## config.mk

```make
export PLATFORM = sky130hd
export DESIGN_NAME = zoom_crop_window_control
export DESIGN_NICKNAME = d
export VERILOG_FILES = /design/src/design/zcw_pkg.sv /design/src/design/zcw_ram.sv /design/src/design/zcw_div.sv /design/src/design/zcw_ctrl.sv /design/src/design/zcw_dp.sv /design/src/design/zoom_crop_window_control.sv
export SDC_FILE = /design/constraint.sdc
export NUM_CORES = 2
export LEC_CHECK = 0
export BUFFER_PORTS_ARGS = -buffer_cell sky130_fd_sc_hd__buf_2
export CORE_MARGIN = 2
export CORE_UTILIZATION = 40
export CTS_BUF_LIST = sky130_fd_sc_hd__clkbuf_8
export CTS_CLUSTER_DIAMETER = 80
export CTS_CLUSTER_SIZE = 12
export DETAILED_ROUTE_END_ITERATION = 8
export SLEW_MARGIN = 10
export SYNTH_ARGS = -nofsm -noshare
export SYNTH_HDL_FRONTEND = slang
export SYNTH_SLANG_ARGS = --single-unit
```

## constraint.sdc

```tcl
create_clock -name clk -period 11.4 [get_ports clk]
set_input_delay 0.57 -clock clk [delete_from_list [all_inputs] [get_ports clk]]
set_output_delay 0.57 -clock clk [all_outputs]
set_load 0.02 [all_outputs]
```

## src/design/zcw_pkg.sv

```systemverilog
// Shared types and constants for the zoom crop window control
package zcw_pkg;
    localparam int COORD_W = 13;
    localparam logic [COORD_W-1:0] COORD_MAX = 13'd4096;

    typedef enum logic [1:0] {
        KIND_START = 2'd0,
        KIND_STOP  = 2'd1,
        KIND_MOVE  = 2'd2,
        KIND_NONE  = 2'd3
    } kind_t;

    typedef enum logic [2:0] {
        REG_WINDOW_X       = 3'd0,
        REG_WINDOW_Y       = 3'd1,
        REG_WINDOW_WIDTH   = 3'd2,
        REG_WINDOW_HEIGHT  = 3'd3,
        REG_PICTURE_WIDTH  = 3'd4,
        REG_PICTURE_HEIGHT = 3'd5
    } reg_index_t;

    // scaling jobs run one after another through the shared divider
    typedef enum logic [1:0] {
        JOB_X = 2'd0,
        JOB_Y = 2'd1,
        JOB_W = 2'd2,
        JOB_H = 2'd3
    } job_t;

    typedef enum logic [2:0] {
        ST_IDLE,
        ST_LOAD,
        ST_MUL,
        ST_DIV,
        ST_STORE,
        ST_WRITE,
        ST_DONE
    } state_t;

    typedef struct packed {
        logic  load;
        logic  mul;
        logic  div_start;
        logic  store;
        logic  write;
        logic  emit;
        job_t  job;
    } cmd_t;

    typedef struct packed {
        logic  div_done;
        kind_t kind;
    } stat_t;
endpackage

```

## src/design/zcw_ram.sv

```systemverilog
// Generic RAM with one write port and one read port, registered read
module zcw_ram #(
    parameter int WIDTH = 8,
    parameter int DEPTH = 16
) (
    input  logic                                          clk,
    input  logic                                          we,
    input  logic [((DEPTH > 1) ? $clog2(DEPTH) : 1)-1:0] waddr,
    input  logic [WIDTH-1:0]                              wdata,
    input  logic [((DEPTH > 1) ? $clog2(DEPTH) : 1)-1:0] raddr,
    output logic [WIDTH-1:0]                              rdata
);
    logic [WIDTH-1:0] mem [DEPTH];

    always_ff @(posedge clk)
    begin
        if (we)
        begin
            mem[waddr] <= wdata;
        end
        rdata <= mem[raddr];
    end
endmodule

```

## src/design/zcw_div.sv

```systemverilog
// Restoring divider, one quotient bit per cycle
module zcw_div (
    input  logic        clk,
    input  logic        rst_n,
    input  logic        start,
    input  logic [25:0] dividend,
    input  logic [12:0] divisor,
    output logic        done,
    output logic [25:0] quotient
);
    logic [25:0] quo_reg, quo_next;
    logic [13:0] rem_reg, rem_next;
    logic [12:0] den_reg, den_next;
    logic [4:0]  cnt_reg, cnt_next;
    logic        busy_reg, busy_next;
    logic        done_reg, done_next;
    logic [14:0] trial;

    always_comb
    begin
        quo_next  = quo_reg;
        rem_next  = rem_reg;
        den_next  = den_reg;
        cnt_next  = cnt_reg;
        busy_next = busy_reg;
        done_next = 1'b0;
        trial     = {rem_reg, quo_reg[25]} - {2'b00, den_reg};
        if (start)
        begin
            quo_next  = dividend;
            rem_next  = '0;
            den_next  = (divisor == '0) ? 13'd1 : divisor;
            cnt_next  = 5'd25;
            busy_next = 1'b1;
        end
        else if (busy_reg)
        begin
            if (!trial[14])
            begin
                rem_next = trial[13:0];
                quo_next = {quo_reg[24:0], 1'b1};
            end
            else
            begin
                rem_next = {rem_reg[12:0], quo_reg[25]};
                quo_next = {quo_reg[24:0], 1'b0};
            end
            cnt_next = cnt_reg - 5'd1;
            if (cnt_reg == '0)
            begin
                busy_next = 1'b0;
                done_next = 1'b1;
            end
        end
    end

    always_ff @(posedge clk or negedge rst_n)
    begin
        if (!rst_n)
        begin
            busy_reg <= 1'b0;
            done_reg <= 1'b0;
            cnt_reg  <= '0;
        end
        else
        begin
            busy_reg <= busy_next;
            done_reg <= done_next;
            cnt_reg  <= cnt_next;
        end
    end

    always_ff @(posedge clk)
    begin
        quo_reg <= quo_next;
        rem_reg <= rem_next;
        den_reg <= den_next;
    end

    assign done     = done_reg;
    assign quotient = quo_reg;
endmodule

```

## src/design/zcw_ctrl.sv

```systemverilog
// Sequencer for the zoom crop window control
module zcw_ctrl
    import zcw_pkg::*;
(
    input  logic  clk,
    input  logic  rst_n,
    input  logic  start,
    output logic  busy,
    output cmd_t  cmd,
    input  stat_t stat
);
    state_t state_reg, state_next;
    job_t   job_reg, job_next;

    always_comb
    begin
        state_next = state_reg;
        job_next   = job_reg;
        case (state_reg)
            ST_IDLE:
            begin
                if (start)
                begin
                    state_next = ST_LOAD;
                    job_next   = JOB_X;
                end
            end
            ST_LOAD:
            begin
                if (stat.kind == KIND_START || stat.kind == KIND_MOVE)
                begin
                    state_next = ST_MUL;
                end
                else
                begin
                    state_next = ST_WRITE;
                end
            end
            ST_MUL:   state_next = ST_DIV;
            ST_DIV:
            begin
                if (stat.div_done)
                begin
                    state_next = ST_STORE;
                end
            end
            ST_STORE:
            begin
                if ((stat.kind == KIND_START && job_reg == JOB_H) ||
                    (stat.kind == KIND_MOVE && job_reg == JOB_Y))
                begin
                    state_next = ST_WRITE;
                end
                else
                begin
                    job_next   = job_t'(job_reg + 2'd1);
                    state_next = ST_MUL;
                end
            end
            ST_WRITE: state_next = ST_DONE;
            ST_DONE:  state_next = ST_IDLE;
            default:  state_next = ST_IDLE;
        endcase
    end

    always_comb
    begin
        cmd           = '0;
        cmd.job       = job_reg;
        cmd.load      = (state_reg == ST_LOAD);
        cmd.mul       = (state_reg == ST_MUL);
        cmd.div_start = (state_reg == ST_MUL);
        cmd.store     = (state_reg == ST_STORE);
        cmd.write     = (state_reg == ST_WRITE);
        cmd.emit      = (state_reg == ST_DONE);
        busy          = (state_reg != ST_IDLE);
    end

    always_ff @(posedge clk or negedge rst_n)
    begin
        if (!rst_n)
        begin
            state_reg <= ST_IDLE;
            job_reg   <= JOB_X;
        end
        else
        begin
            state_reg <= state_next;
            job_reg   <= job_next;
        end
    end
endmodule

```

## src/design/zcw_dp.sv

```systemverilog
// Datapath: configuration, per-channel stores, scaling and panning
module zcw_dp
    import zcw_pkg::*;
#(
    parameter int CHANNELS = 16,
    parameter int MIN_CROP = 64
) (
    input  logic        clk,
    input  logic        rst_n,
    input  logic        start,
    input  logic        busy,
    input  logic [1:0]  kind,
    input  logic [3:0]  channel,
    input  logic        full_view,
    input  logic [11:0] pos_x,
    input  logic [11:0] pos_y,
    input  logic [12:0] far_x,
    input  logic [12:0] far_y,
    input  logic        cfg_valid,
    input  logic [2:0]  cfg_index,
    input  logic [12:0] cfg_data,
    input  cmd_t        cmd,
    output stat_t       stat,
    output logic        done,
    output logic [3:0]  out_channel,
    output logic        crop_on,
    output logic [12:0] crop_left,
    output logic [12:0] crop_top,
    output logic [12:0] crop_width,
    output logic [12:0] crop_height,
    output logic        status
);
    localparam int CH_W = (CHANNELS > 1) ? $clog2(CHANNELS) : 1;
    localparam int ROW_W = 4 * COORD_W;

    logic [11:0] win_x_reg, win_y_reg;
    logic [12:0] win_w_reg, win_h_reg, pic_w_reg, pic_h_reg;

    kind_t       kind_reg;
    logic [CH_W-1:0] ch_reg;
    logic [11:0] px_reg, py_reg;
    logic [12:0] fx_reg, fy_reg;
    logic [12:0] res_reg [4];
    logic [12:0] left_reg, top_reg, wid_reg, hgt_reg;
    logic        status_reg;
    logic [25:0] prod;
    logic [12:0] den_sel;
    logic        neg_reg, act_reg;

    logic [CHANNELS-1:0] en_reg;
    logic [CHANNELS-1:0] valid_reg;
    logic [ROW_W-1:0]    row_rd, row_wd;
    logic                ram_we;

    logic [CH_W-1:0] ch_sel;
    logic [CH_W-1:0] wrap_tab [16];
    logic [3:0]      ch_raw;
    logic            div_done;
    logic [25:0]     quo;
    logic [12:0]     sat_q;
    logic [13:0]     mag;
    logic [12:0]     num_sel, val_sel;

    // wrapped channel for every raw index, fixed at elaboration
    for (genvar g = 0; g < 16; g++)
    begin : g_wrap
        assign wrap_tab[g] = CH_W'(g % CHANNELS);
    end

    // channel index wraps; full_view forces channel zero
    always_comb
    begin
        ch_raw = full_view ? 4'd0 : channel;
        ch_sel = wrap_tab[ch_raw];
    end

    always_ff @(posedge clk or negedge rst_n)
    begin
        if (!rst_n)
        begin
            win_x_reg <= '0;
            win_y_reg <= '0;
            win_w_reg <= 13'd1920;
            win_h_reg <= 13'd1080;
            pic_w_reg <= 13'd1920;
            pic_h_reg <= 13'd1080;
        end
        else if (cfg_valid)
        begin
            case (cfg_index)
                REG_WINDOW_X:       win_x_reg <= cfg_data[11:0];
                REG_WINDOW_Y:       win_y_reg <= cfg_data[11:0];
                REG_WINDOW_WIDTH:   win_w_reg <= cfg_data;
                REG_WINDOW_HEIGHT:  win_h_reg <= cfg_data;
                REG_PICTURE_WIDTH:  pic_w_reg <= cfg_data;
                REG_PICTURE_HEIGHT: pic_h_reg <= cfg_data;
                default: ;
            endcase
        end
    end

    always_ff @(posedge clk)
    begin
        if (start && !busy)
        begin
            kind_reg <= kind_t'(kind);
            ch_reg   <= ch_sel;
            px_reg   <= pos_x;
            py_reg   <= pos_y;
            fx_reg   <= far_x;
            fy_reg   <= far_y;
        end
    end

    zcw_ram #(.WIDTH(ROW_W), .DEPTH(CHANNELS)) u_rect_ram (
        .clk   (clk),
        .we    (ram_we),
        .waddr (ch_reg),
        .wdata (row_wd),
        .raddr ((start && !busy) ? ch_sel : ch_reg),
        .rdata (row_rd)
    );

    // a row never written reads as zero; write-back updates the shown row
    always_ff @(posedge clk)
    begin
        if (cmd.load)
        begin
            if (valid_reg[ch_reg])
            begin
                {left_reg, top_reg, wid_reg, hgt_reg} <= row_rd;
            end
            else
            begin
                {left_reg, top_reg, wid_reg, hgt_reg} <= '0;
            end
        end
        else if (cmd.write && ram_we)
        begin
            {left_reg, top_reg, wid_reg, hgt_reg} <= row_wd;
        end
    end

    // operand select for the current scaling job
    always_comb
    begin
        mag     = '0;
        num_sel = pic_w_reg;
        val_sel = '0;
        case (cmd.job)
            JOB_X:
            begin
                num_sel = pic_w_reg;
                if (kind_reg == KIND_MOVE)
                begin
                    mag = ({1'b0, fx_reg} >= {2'b00, px_reg}) ?
                          {1'b0, fx_reg} - {2'b00, px_reg} :
                          {2'b00, px_reg} - {1'b0, fx_reg};
                    val_sel = mag[12:0];
                end
                else
                begin
                    val_sel = (px_reg > win_x_reg) ? {1'b0, px_reg - win_x_reg} : '0;
                end
            end
            JOB_Y:
            begin
                num_sel = pic_h_reg;
                if (kind_reg == KIND_MOVE)
                begin
                    mag = ({1'b0, fy_reg} >= {2'b00, py_reg}) ?
                          {1'b0, fy_reg} - {2'b00, py_reg} :
                          {2'b00, py_reg} - {1'b0, fy_reg};
                    val_sel = mag[12:0];
                end
                else
                begin
                    val_sel = (py_reg > win_y_reg) ? {1'b0, py_reg - win_y_reg} : '0;
                end
            end
            JOB_W:
            begin
                num_sel = pic_w_reg;
                val_sel = fx_reg;
            end
            JOB_H:
            begin
                num_sel = pic_h_reg;
                val_sel = fy_reg;
            end
            default: ;
        endcase
    end

    // product and divisor are taken by the divider as it starts
    always_comb
    begin
        prod    = {13'd0, val_sel} * {13'd0, num_sel};
        den_sel = (cmd.job == JOB_X || cmd.job == JOB_W) ? win_w_reg : win_h_reg;
    end

    always_ff @(posedge clk)
    begin
        if (cmd.mul)
        begin
            if (cmd.job == JOB_X)
            begin
                neg_reg <= {1'b0, fx_reg} < {2'b00, px_reg};
                act_reg <= mag >= 14'd4;
            end
            else
            begin
                neg_reg <= {1'b0, fy_reg} < {2'b00, py_reg};
                act_reg <= mag >= 14'd4;
            end
        end
    end

    zcw_div u_div (
        .clk      (clk),
        .rst_n    (rst_n),
        .start    (cmd.div_start),
        .dividend (prod),
        .divisor  (den_sel),
        .done     (div_done),
        .quotient (quo)
    );

    assign sat_q = (quo > 26'(COORD_MAX)) ? COORD_MAX : quo[12:0];

    // pan one axis opposite to the drag
    function automatic logic [12:0] pan_axis(
        input logic [12:0] origin,
        input logic [12:0] size,
        input logic [25:0] q,
        input logic [12:0] pic,
        input logic        neg,
        input logic        act
    );
        logic [26:0] stp;
        logic [27:0] pos;
        logic [12:0] res;
        stp = ({1'b0, q} + 27'd3) & ~27'd3;
        res = origin;
        if (act && !neg)
        begin
            res = ({14'd0, origin} >= {1'b0, stp}) ? 13'({14'd0, origin} - {1'b0, stp}) : '0;
        end
        else if (act)
        begin
            pos = {15'd0, origin} + {1'b0, stp};
            if (pos + {15'd0, size} >= {15'd0, pic})
            begin
                pos = ({15'd0, pic} >= {15'd0, size}) ? {15'd0, pic} - {15'd0, size} : '0;
            end
            res = (pos > 28'(COORD_MAX)) ? COORD_MAX : pos[12:0];
        end
        return res;
    endfunction

    always_ff @(posedge clk)
    begin
        if (cmd.store)
        begin
            if (kind_reg == KIND_MOVE)
            begin
                if (cmd.job == JOB_X)
                begin
                    res_reg[0] <= pan_axis(left_reg, wid_reg, quo, pic_w_reg, neg_reg, act_reg);
                end
                else
                begin
                    res_reg[1] <= pan_axis(top_reg, hgt_reg, quo, pic_h_reg, neg_reg, act_reg);
                end
            end
            else
            begin
                case (cmd.job)
                    JOB_X:   res_reg[0] <= sat_q & ~13'd3;
                    JOB_Y:   res_reg[1] <= sat_q & ~13'd3;
                    JOB_W:   res_reg[2] <= sat_q & ~13'd7;
                    default: res_reg[3] <= sat_q & ~13'd7;
                endcase
            end
        end
    end

    // write-back of the row, and the result registers
    always_comb
    begin
        ram_we = 1'b0;
        row_wd = {left_reg, top_reg, wid_reg, hgt_reg};
        if (cmd.write)
        begin
            case (kind_reg)
                KIND_START:
                begin
                    ram_we = (res_reg[2] >= 13'(MIN_CROP)) && (res_reg[3] >= 13'(MIN_CROP));
                    row_wd = {res_reg[0], res_reg[1], res_reg[2], res_reg[3]};
                end
                KIND_STOP:
                begin
                    ram_we = 1'b1;
                    row_wd = '0;
                end
                KIND_MOVE:
                begin
                    ram_we = 1'b1;
                    row_wd = {res_reg[0], res_reg[1], wid_reg, hgt_reg};
                end
                default: ;
            endcase
        end
    end

    always_ff @(posedge clk or negedge rst_n)
    begin
        if (!rst_n)
        begin
            en_reg    <= '0;
            valid_reg <= '0;
        end
        else if (ram_we)
        begin
            valid_reg[ch_reg] <= 1'b1;
            en_reg[ch_reg]    <= (kind_reg == KIND_STOP) ? 1'b0 :
                                 (kind_reg == KIND_START) ? 1'b1 : en_reg[ch_reg];
        end
    end

    always_ff @(posedge clk)
    begin
        if (cmd.write)
        begin
            status_reg <= (kind_reg == KIND_START) && !ram_we;
        end
    end

    assign stat          = {div_done, kind_reg};
    assign done          = cmd.emit;
    assign out_channel   = 4'(ch_reg);
    assign crop_on       = en_reg[ch_reg];
    assign crop_left     = left_reg;
    assign crop_top      = top_reg;
    assign crop_width    = wid_reg;
    assign crop_height   = hgt_reg;
    assign status        = status_reg;
endmodule

```

## src/design/zoom_crop_window_control.sv

```systemverilog
// Top level: zoom crop window control
// Sequence: stop or unused items pass LOAD, WRITE, DONE (done high); start and move
// items pass MUL, DIV, STORE per scaled value in between; the next item is taken from
// the cycle after done. One item at a time; a scaled value takes operands, the 26-step
// shared divider until its done, then store; four values for start, two for move.
// Reset: asynchronous active low; configuration registers to defaults, all channels cropping off.
module zoom_crop_window_control
    import zcw_pkg::*;
#(
    parameter int CHANNELS = 16,
    parameter int MIN_CROP = 64
) (
    input  logic        clk,
    input  logic        rst_n,
    input  logic        start,
    output logic        busy,
    input  logic [1:0]  kind,
    input  logic [3:0]  channel,
    input  logic        full_view,
    input  logic [11:0] pos_x,
    input  logic [11:0] pos_y,
    input  logic [12:0] far_x,
    input  logic [12:0] far_y,
    input  logic        cfg_valid,
    output logic        cfg_ready,
    input  logic [2:0]  cfg_index,
    input  logic [12:0] cfg_data,
    output logic        done,
    output logic [3:0]  out_channel,
    output logic        crop_on,
    output logic [12:0] crop_left,
    output logic [12:0] crop_top,
    output logic [12:0] crop_width,
    output logic [12:0] crop_height,
    output logic        status
);
    cmd_t  cmd;
    stat_t stat;

    assign cfg_ready = 1'b1;

    zcw_ctrl u_ctrl (
        .clk   (clk),
        .rst_n (rst_n),
        .start (start),
        .busy  (busy),
        .cmd   (cmd),
        .stat  (stat)
    );

    zcw_dp #(.CHANNELS(CHANNELS), .MIN_CROP(MIN_CROP)) u_dp (
        .clk         (clk),
        .rst_n       (rst_n),
        .start       (start),
        .busy        (busy),
        .kind        (kind),
        .channel     (channel),
        .full_view   (full_view),
        .pos_x       (pos_x),
        .pos_y       (pos_y),
        .far_x       (far_x),
        .far_y       (far_y),
        .cfg_valid   (cfg_valid),
        .cfg_index   (cfg_index),
        .cfg_data    (cfg_data),
        .cmd         (cmd),
        .stat        (stat),
        .done        (done),
        .out_channel (out_channel),
        .crop_on     (crop_on),
        .crop_left   (crop_left),
        .crop_top    (crop_top),
        .crop_width  (crop_width),
        .crop_height (crop_height),
        .status      (status)
    );
endmodule

```

# [Word-level counts from Yosys, hierarchy flattened]
# Memory sizes are Yosys's and may differ from the RTL's. A register that Yosys moved wholly into a read port is not among the register bits.
# Index checks and enable logic that the tools add are counted.
[word_totals] romBits=64 reg_bits=284 inputBits=77 ramBits=884 memories=3 latch_bits=0
[op_classes] mul=1 n_addsub=18 mux=127 div=0 eq_ne=19 order_cmp=21 n_reduce_logical=39 bitwise=4 shifts=0
[mem_list] memory="u_dp.u_rect_ram.mem" depth=16 width=52 read_ports=1 rd_ports_with_merged_regs=1 write_ports=1 line_no="zcw_ram.sv:13" rtl="logic [WIDTH-1:0] mem [DEPTH];"
[mem_list] memory="(no name shown)" depth=16 width=4 read_ports=1 rd_ports_with_merged_regs=0 write_ports=0 line_no="zcw_dp.sv:74" rtl="ch_sel = wrap_tab[ch_raw];"
[mem_list] memory="u_dp.res_reg" depth=4 width=13 read_ports=4 rd_ports_with_merged_regs=0 write_ports=1 line_no="zcw_dp.sv:43" rtl="logic [12:0] res_reg [4];"
[op_table] op="$mux W13" count=35
[op_table] op="$mux W28" count=14
[op_table] op="$pmux W52 S3" count=1
[op_table] op="$mux W14" count=5
[op_table] op="$add A13 B27 Y28" count=2
[op_table] op="$add A28 B13 Y28" count=2
[op_table] op="$ge A28 B13 Y1" count=2
[op_table] op="$gt A28 B13 Y1 const B" count=2
[op_table] op="$ge A13 B27 Y1" count=2
[op_table] op="$mux W26" count=2
[op_table] op="$mux W52" count=1
[op_table] op="$pmux W13 S4" count=1
[op_table] op="$mux W1" count=42
[op_table] op="$reduce_or A13 Y1" count=3
[op_table] op="$pmux W14 S2" count=1
[op_table] op="$sub A12 B13 Y14" count=2
[op_table] op="$sub A13 B12 Y14" count=2
[op_table] op="$sub A13 B13 Y14" count=2
[op_table] op="$add A26 B2 Y27 const B" count=1
[op_table] op="$ge A13 B12 Y1" count=2
[op_table] op="$ge A13 B13 Y1" count=2
[op_table] op="$ge A13 B7 Y1 const B" count=2
[op_table] op="$gt A26 B13 Y1 const B" count=1
[op_table] op="$lt A13 B12 Y1" count=2
[op_table] op="46 further kinds" count=98

# [Depth between registers and ports, before layout]
[logic_depth] word_depth=21 mapped_depth=41

# [Modules after synthesis]
# Synthesis repeated with hierarchy kept, for this count alone.
[unflattened] hier_cells=4936 hier_area_um2=64484.3
[modules_own_cells] mod="zcw_ram" area_per_inst_um2=32215.9 n_inst=1 cells_per_inst=1344
[modules_own_cells] mod="zcw_dp" area_per_inst_um2=28517.4 n_inst=1 cells_per_inst=3236
[modules_own_cells] mod="zcw_div" area_per_inst_um2=3348.2 n_inst=1 cells_per_inst=308
[modules_own_cells] mod="zcw_ctrl" area_per_inst_um2=391.6 n_inst=1 cells_per_inst=46
[modules_own_cells] mod="zoom_crop_window_control" area_per_inst_um2=11.3 n_inst=1 cells_per_inst=2

# [Worst setup path before layout]
# No wires, ideal clock.
[synth_timing] kind="register -> register" from="reg u_dp.fy_reg[0]" to="reg u_dp.u_div.quo_reg[25], in the netlist u_dp.u_div.quotient[25], data pin" path_slack_ns=2.354 synth_period_minus_slack_ns=9.046 setup_ns=0.267 t_arrival_ns=8.779 path_stages_with_launch=39 path_cell_list="edfxtp_1 -> inv_1 -> ha_1 -> fa_1 -> nand2b_1 -> a21boi_0 -> o21ai_0 -> a211oi_1 -> o31ai_1 -> nand2_1 -> clkbuf_1 -> mux2i_1 -> mux2i_1 -> a21oi_1 -> o21a_1 -> a31oi_1 -> clkbuf_1 -> nand2_1 -> [... 3 more ...] -> inv_1 -> fa_1 -> inv_1 -> ha_1 -> inv_1 -> fa_1 -> inv_1 -> ha_1 -> a2111oi_0 -> o211ai_1 -> a31o_2 -> or4_1 -> a31o_2 -> a21o_1 -> a21oi_1 -> a21oi_1 -> xnor2_1 -> o21ai_0"
[synth_between] elab_chain_len=6 elab_cells_between_ends=8 classes_between="2 x add/sub; 1 x mul; 1 x order compare; 4 x mux"
[synth_lines] item="start, declared" line_no="zcw_dp.sv:42" rtl="logic [12:0] fx_reg, fy_reg;"
[synth_lines] item="start signal, assigned" line_no="zcw_dp.sv:111" rtl="fy_reg <= far_y;"
[synth_lines] item="$sub A12 B13 Y14 (tied with other cells)" line_no="zcw_dp.sv:173" rtl="{2'b00, py_reg} - {1'b0, fy_reg};"
[synth_lines] item="$mux W14" line_no="zcw_dp.sv:171" rtl="mag = ({1'b0, fy_reg} >= {2'b00, py_reg}) ?"
[synth_lines] item="$mux W13" line_no="zcw_dp.sv:169" rtl="if (kind_reg == KIND_MOVE)"
[synth_lines] item="$pmux W13 S4 (*)" line_no="zcw_dp.sv:150" rtl="case (cmd.job)"
[synth_lines] item="$mul A13 B13 Y26 (*)" line_no="zcw_dp.sv:198" rtl="prod = {13'd0, val_sel} * {13'd0, num_sel};"
[synth_lines] item="$mux W26 (*)" line_no="zcw_div.sv:28" rtl="if (start)"
[synth_lines] item="via u_dp.u_div.quo_next[25]" line_no="zcw_div.sv:11" rtl="logic [25:0] quo_reg, quo_next;"
[synth_lines] item="end signal, assigned" line_no="zcw_div.sv:75" rtl="quo_reg <= quo_next;"
[synth_lines] item="end, declared" line_no="zcw_div.sv:11"
# Mark *: on every way through the listed nets, which the timed path passes. The rest lies on a longest branch.
# A chain may end at the register's enable or synchronous reset.

# [Final worst setup path]
# Same ends and word-level chain as after synthesis.

==> impl_metrics.json <==
{
  "final_layout_size_suffix_gt1_share_pct": 9.66,
  "grt_max_degree": 163,
  "endpoint_kind": "register",
  "r2r_cells": 36,
  "cpMaxStageDelayCell": "a2111oi_0",
  "first_global_vias": 46500,
  "cts_root_buffer": "clkbuf_8",
  "cts-buffers-inserted": 117,
  "yosysSeqAreaShare_pct": 53.5,
  "ys_types": 126,
  "setup_viol": 0,
  "min_period_over_period_pct": 90.0,
  "synth_enable_flop_cells": 1024,
  "syn-num-nets": 6634,
  "cts_max_level": 3,
  "die_x_um": 409,
  "areaGrowthSynthToFinish_pct": 9.00,
  "cp_max_fo": 11,
  "grt.overflow.total": 0,
  "routed_wl_mm": 206,
  "multi_input_area_mm2": 0.0280,
  "start_util_pct": 40.4,
  "final-hold-violation-count": 0,
  "clk_path_buf_depth": 3,
  "dieArea_mm2": 0.168,
  "hold_class": "input port to register",
  "whs_endpoint": "u_dp.win_x_reg[2]$_DFFE_PN0P_",
  "pin_count": 138,
  "slew_violations": 0,
  "largest_reg_flops": 832,
  "cp-start-kind": "register",
  "vias": 48400,
  "setup_slack_ps": 1140,
  "cts_tree": "yes",
  "clock-sinks": 1214,
  "cp_data_required_time_ps": 11990,
  "worst_hold_slack_ps": 98.7,
  "period_minus_slack_ps": 10260,
  "path_class": "register to register",
  "ys_ff_latch": 1214,
  "r2r_setup_slack_ps": 1140,
  "synth.avg_cell_area_um2": 10.7,
  "hold_depth": 3,
  "port_buffers": 136,
  "cap_violations": 0,
  "async_flop_share_pct": 9.88,
  "first_iter_violations": 5035,
  "clk_latency_ps": 890,
  "dp_hpwl_mm": 135,
  "tightestPinTransition_ps": 1220,
  "fp-row-count": 148,
  "critPathArrivalTime_ps": 10850,
  "clkTransAtPathRegs_ps": 90,
  "rsz0062_at_grt": "no",
  "holdCritStartpoint": "cfg_data[2]",
  "postRouteAntennaNets": 0,
  "cts_resized": 0,
  "syn_inst": 6132,
  "die_h_um": 409,
  "grt_usage_pct": 24.1,
  "finalWeightedCongestion": 0.964,
  "core_area_mm2": 0.163,
  "grt_pass1_wl_mm": 306,
  "slew_headroom_pct": 18.4,
  "nFillCells": 15300,
  "r2r_start": "u_dp.fy_reg[0]$_DFFE_PP_",
  "status": "completed",
  "maxClockFrequency_mhz": 97.5,
  "first_pass_iters": 6,
  "nets": 6728,
  "ff_latch_area_mm2": 0.0352,
  "r2r-end": "u_dp.u_div.quotient[25]$_DFFE_PP_",
  "netlist_area_mm2": 0.0658,
  "finalSetupTns_ps": 0,
  "synth_top_flop_cell": "edfxtp_1",
  "drc": 0,
  "via_per_inst": 5.69,
  "fin_skew_ps": 66.6,
  "antenna_found_initial": 6,
  "yosys_warnings": 0,
  "slowest_delay_ps": 770,
  "wire_per_inst_um": 24.3,
  "dpl_worst_slack_ps": 1270
}
## through the flow
step | utilization (%) | cell area, um2 | cells
5_1_grt | 44.0 | 71700 | 8501
2_1_floorplan | - | 65800 | 6132
4_1_cts | 44.0 | 71700 | 8500
6_report | 44.0 | 71700 | 8504
3_5_place_dp | 42.2 | 68800 | 8222
3_3_place_gp | 42.2 | 68800 | 8222
## cell type report
class / count / area share, %
antenna: 4 / 0.0140
clock buffer: 121 / 2.32
clock inverter: 97 / 0.761
inverter: 399 / 2.12
multi-input combinational: 4195 / 39.0
sequential: 1214 / 49.1
tap: 2175 / 3.80
timing repair buffer: 299 / 2.90
## cell usage after synthesis, drive strengths merged, types with 76 or more instances
| cell type | n | area [um2] |
|---|---|---|
| a21oi | 183 | 920 |
| a311oi | 110 | 970 |
| a31oi | 84 | 553 |
| and3 | 76 | 478 |
| clkbuf | 283 | 1060 |
| dfrtp | 104 | 2600 |
| edfxtp | 1024 | 30700 |
| fa | 136 | 2720 |
| ha | 289 | 3620 |
| inv | 399 | 1500 |
| mux2 | 88 | 995 |
| nand2 | 1280 | 4800 |
| nand3 | 487 | 2440 |
| nor2 | 207 | 803 |
| o21ai | 237 | 1200 |
| xnor2 | 120 | 1110 |
## placed cells by master (no fill, tap or decap), types with 116 or more instances in the layout
cell type / n
ha_1: 289
buf_2: 135
inv_1: 466
o21ai_0: 211
edfxtp_1: 1024
nand2_1: 1278
nand3_1: 487
xnor2_1: 116
clkbuf_8: 121
fa_1: 136
nor2_1: 197
a21oi_1: 179
## worst max path at each step
stage | depth (start not counted) | from | to | slack (ps)
2_1_floorplan | 38 | u_dp.fy_reg[0]$_DFFE_PP_ | u_dp.u_div.quotient[25]$_DFFE_PP_ | 2350
3_3_place_gp | 37 | u_dp.fx_reg[0]$_DFFE_PP_ | u_dp.u_div.quotient[25]$_DFFE_PP_ | 1400
3_5_place_dp | 36 | u_dp.fy_reg[0]$_DFFE_PP_ | u_dp.u_div.quotient[25]$_DFFE_PP_ | 1270
4_1_cts | 35 | u_dp.fy_reg[0]$_DFFE_PP_ | u_dp.u_div.quotient[25]$_DFFE_PP_ | 1190
5_1_grt | 35 | u_dp.fy_reg[0]$_DFFE_PP_ | u_dp.u_div.quotient[25]$_DFFE_PP_ | 430
6_report | 36 | u_dp.fy_reg[0]$_DFFE_PP_ | u_dp.u_div.quotient[25]$_DFFE_PP_ | 1140
## kinds of logic after synthesis
family                     count (synthesis)  share of synthesized area [%]
AOI/OAI and AO/OA                       1012                           10.7
and+or+nand+nor                         2438                           16.9
xor gates and xnor gates                 171                           2.39
DFF                                     1214                           53.5
adders and majority gates                426                           9.65
other                                      1                        0.00570
buffers and inverters                    723                           4.23
muxes                                    147                           2.60
## worst max-delay path, delay by kind of cell, from the launching register on
family | cells | cell delay (ps)
buffers and inverters | 4 | 240
xor gates and xnor gates | 2 | 320
AOI/OAI and AO/OA | 17 | 4630
and+or+nand+nor | 5 | 1270
adders and majority gates | 8 | 3090
DFF | 1 | 400
## what timing repair did
item                      4_1_cts  5_1_grt
hold endpoints to repair      108        0
hold buffers                   60        0
setup buffers                   0        0
## routing by layer
metal | global-route usage [%] | share of wire [%]
met5 | 0 | 0.011
met2 | 39.8 | 48
met1 | 33.2 | 43
met3 | 2.96 | 6.8
met4 | 7.16 | 2.9
Power is left out: the tool's default activity adds up to more than one toggle a clock period on the data nets, which glitch-free logic cannot reach.
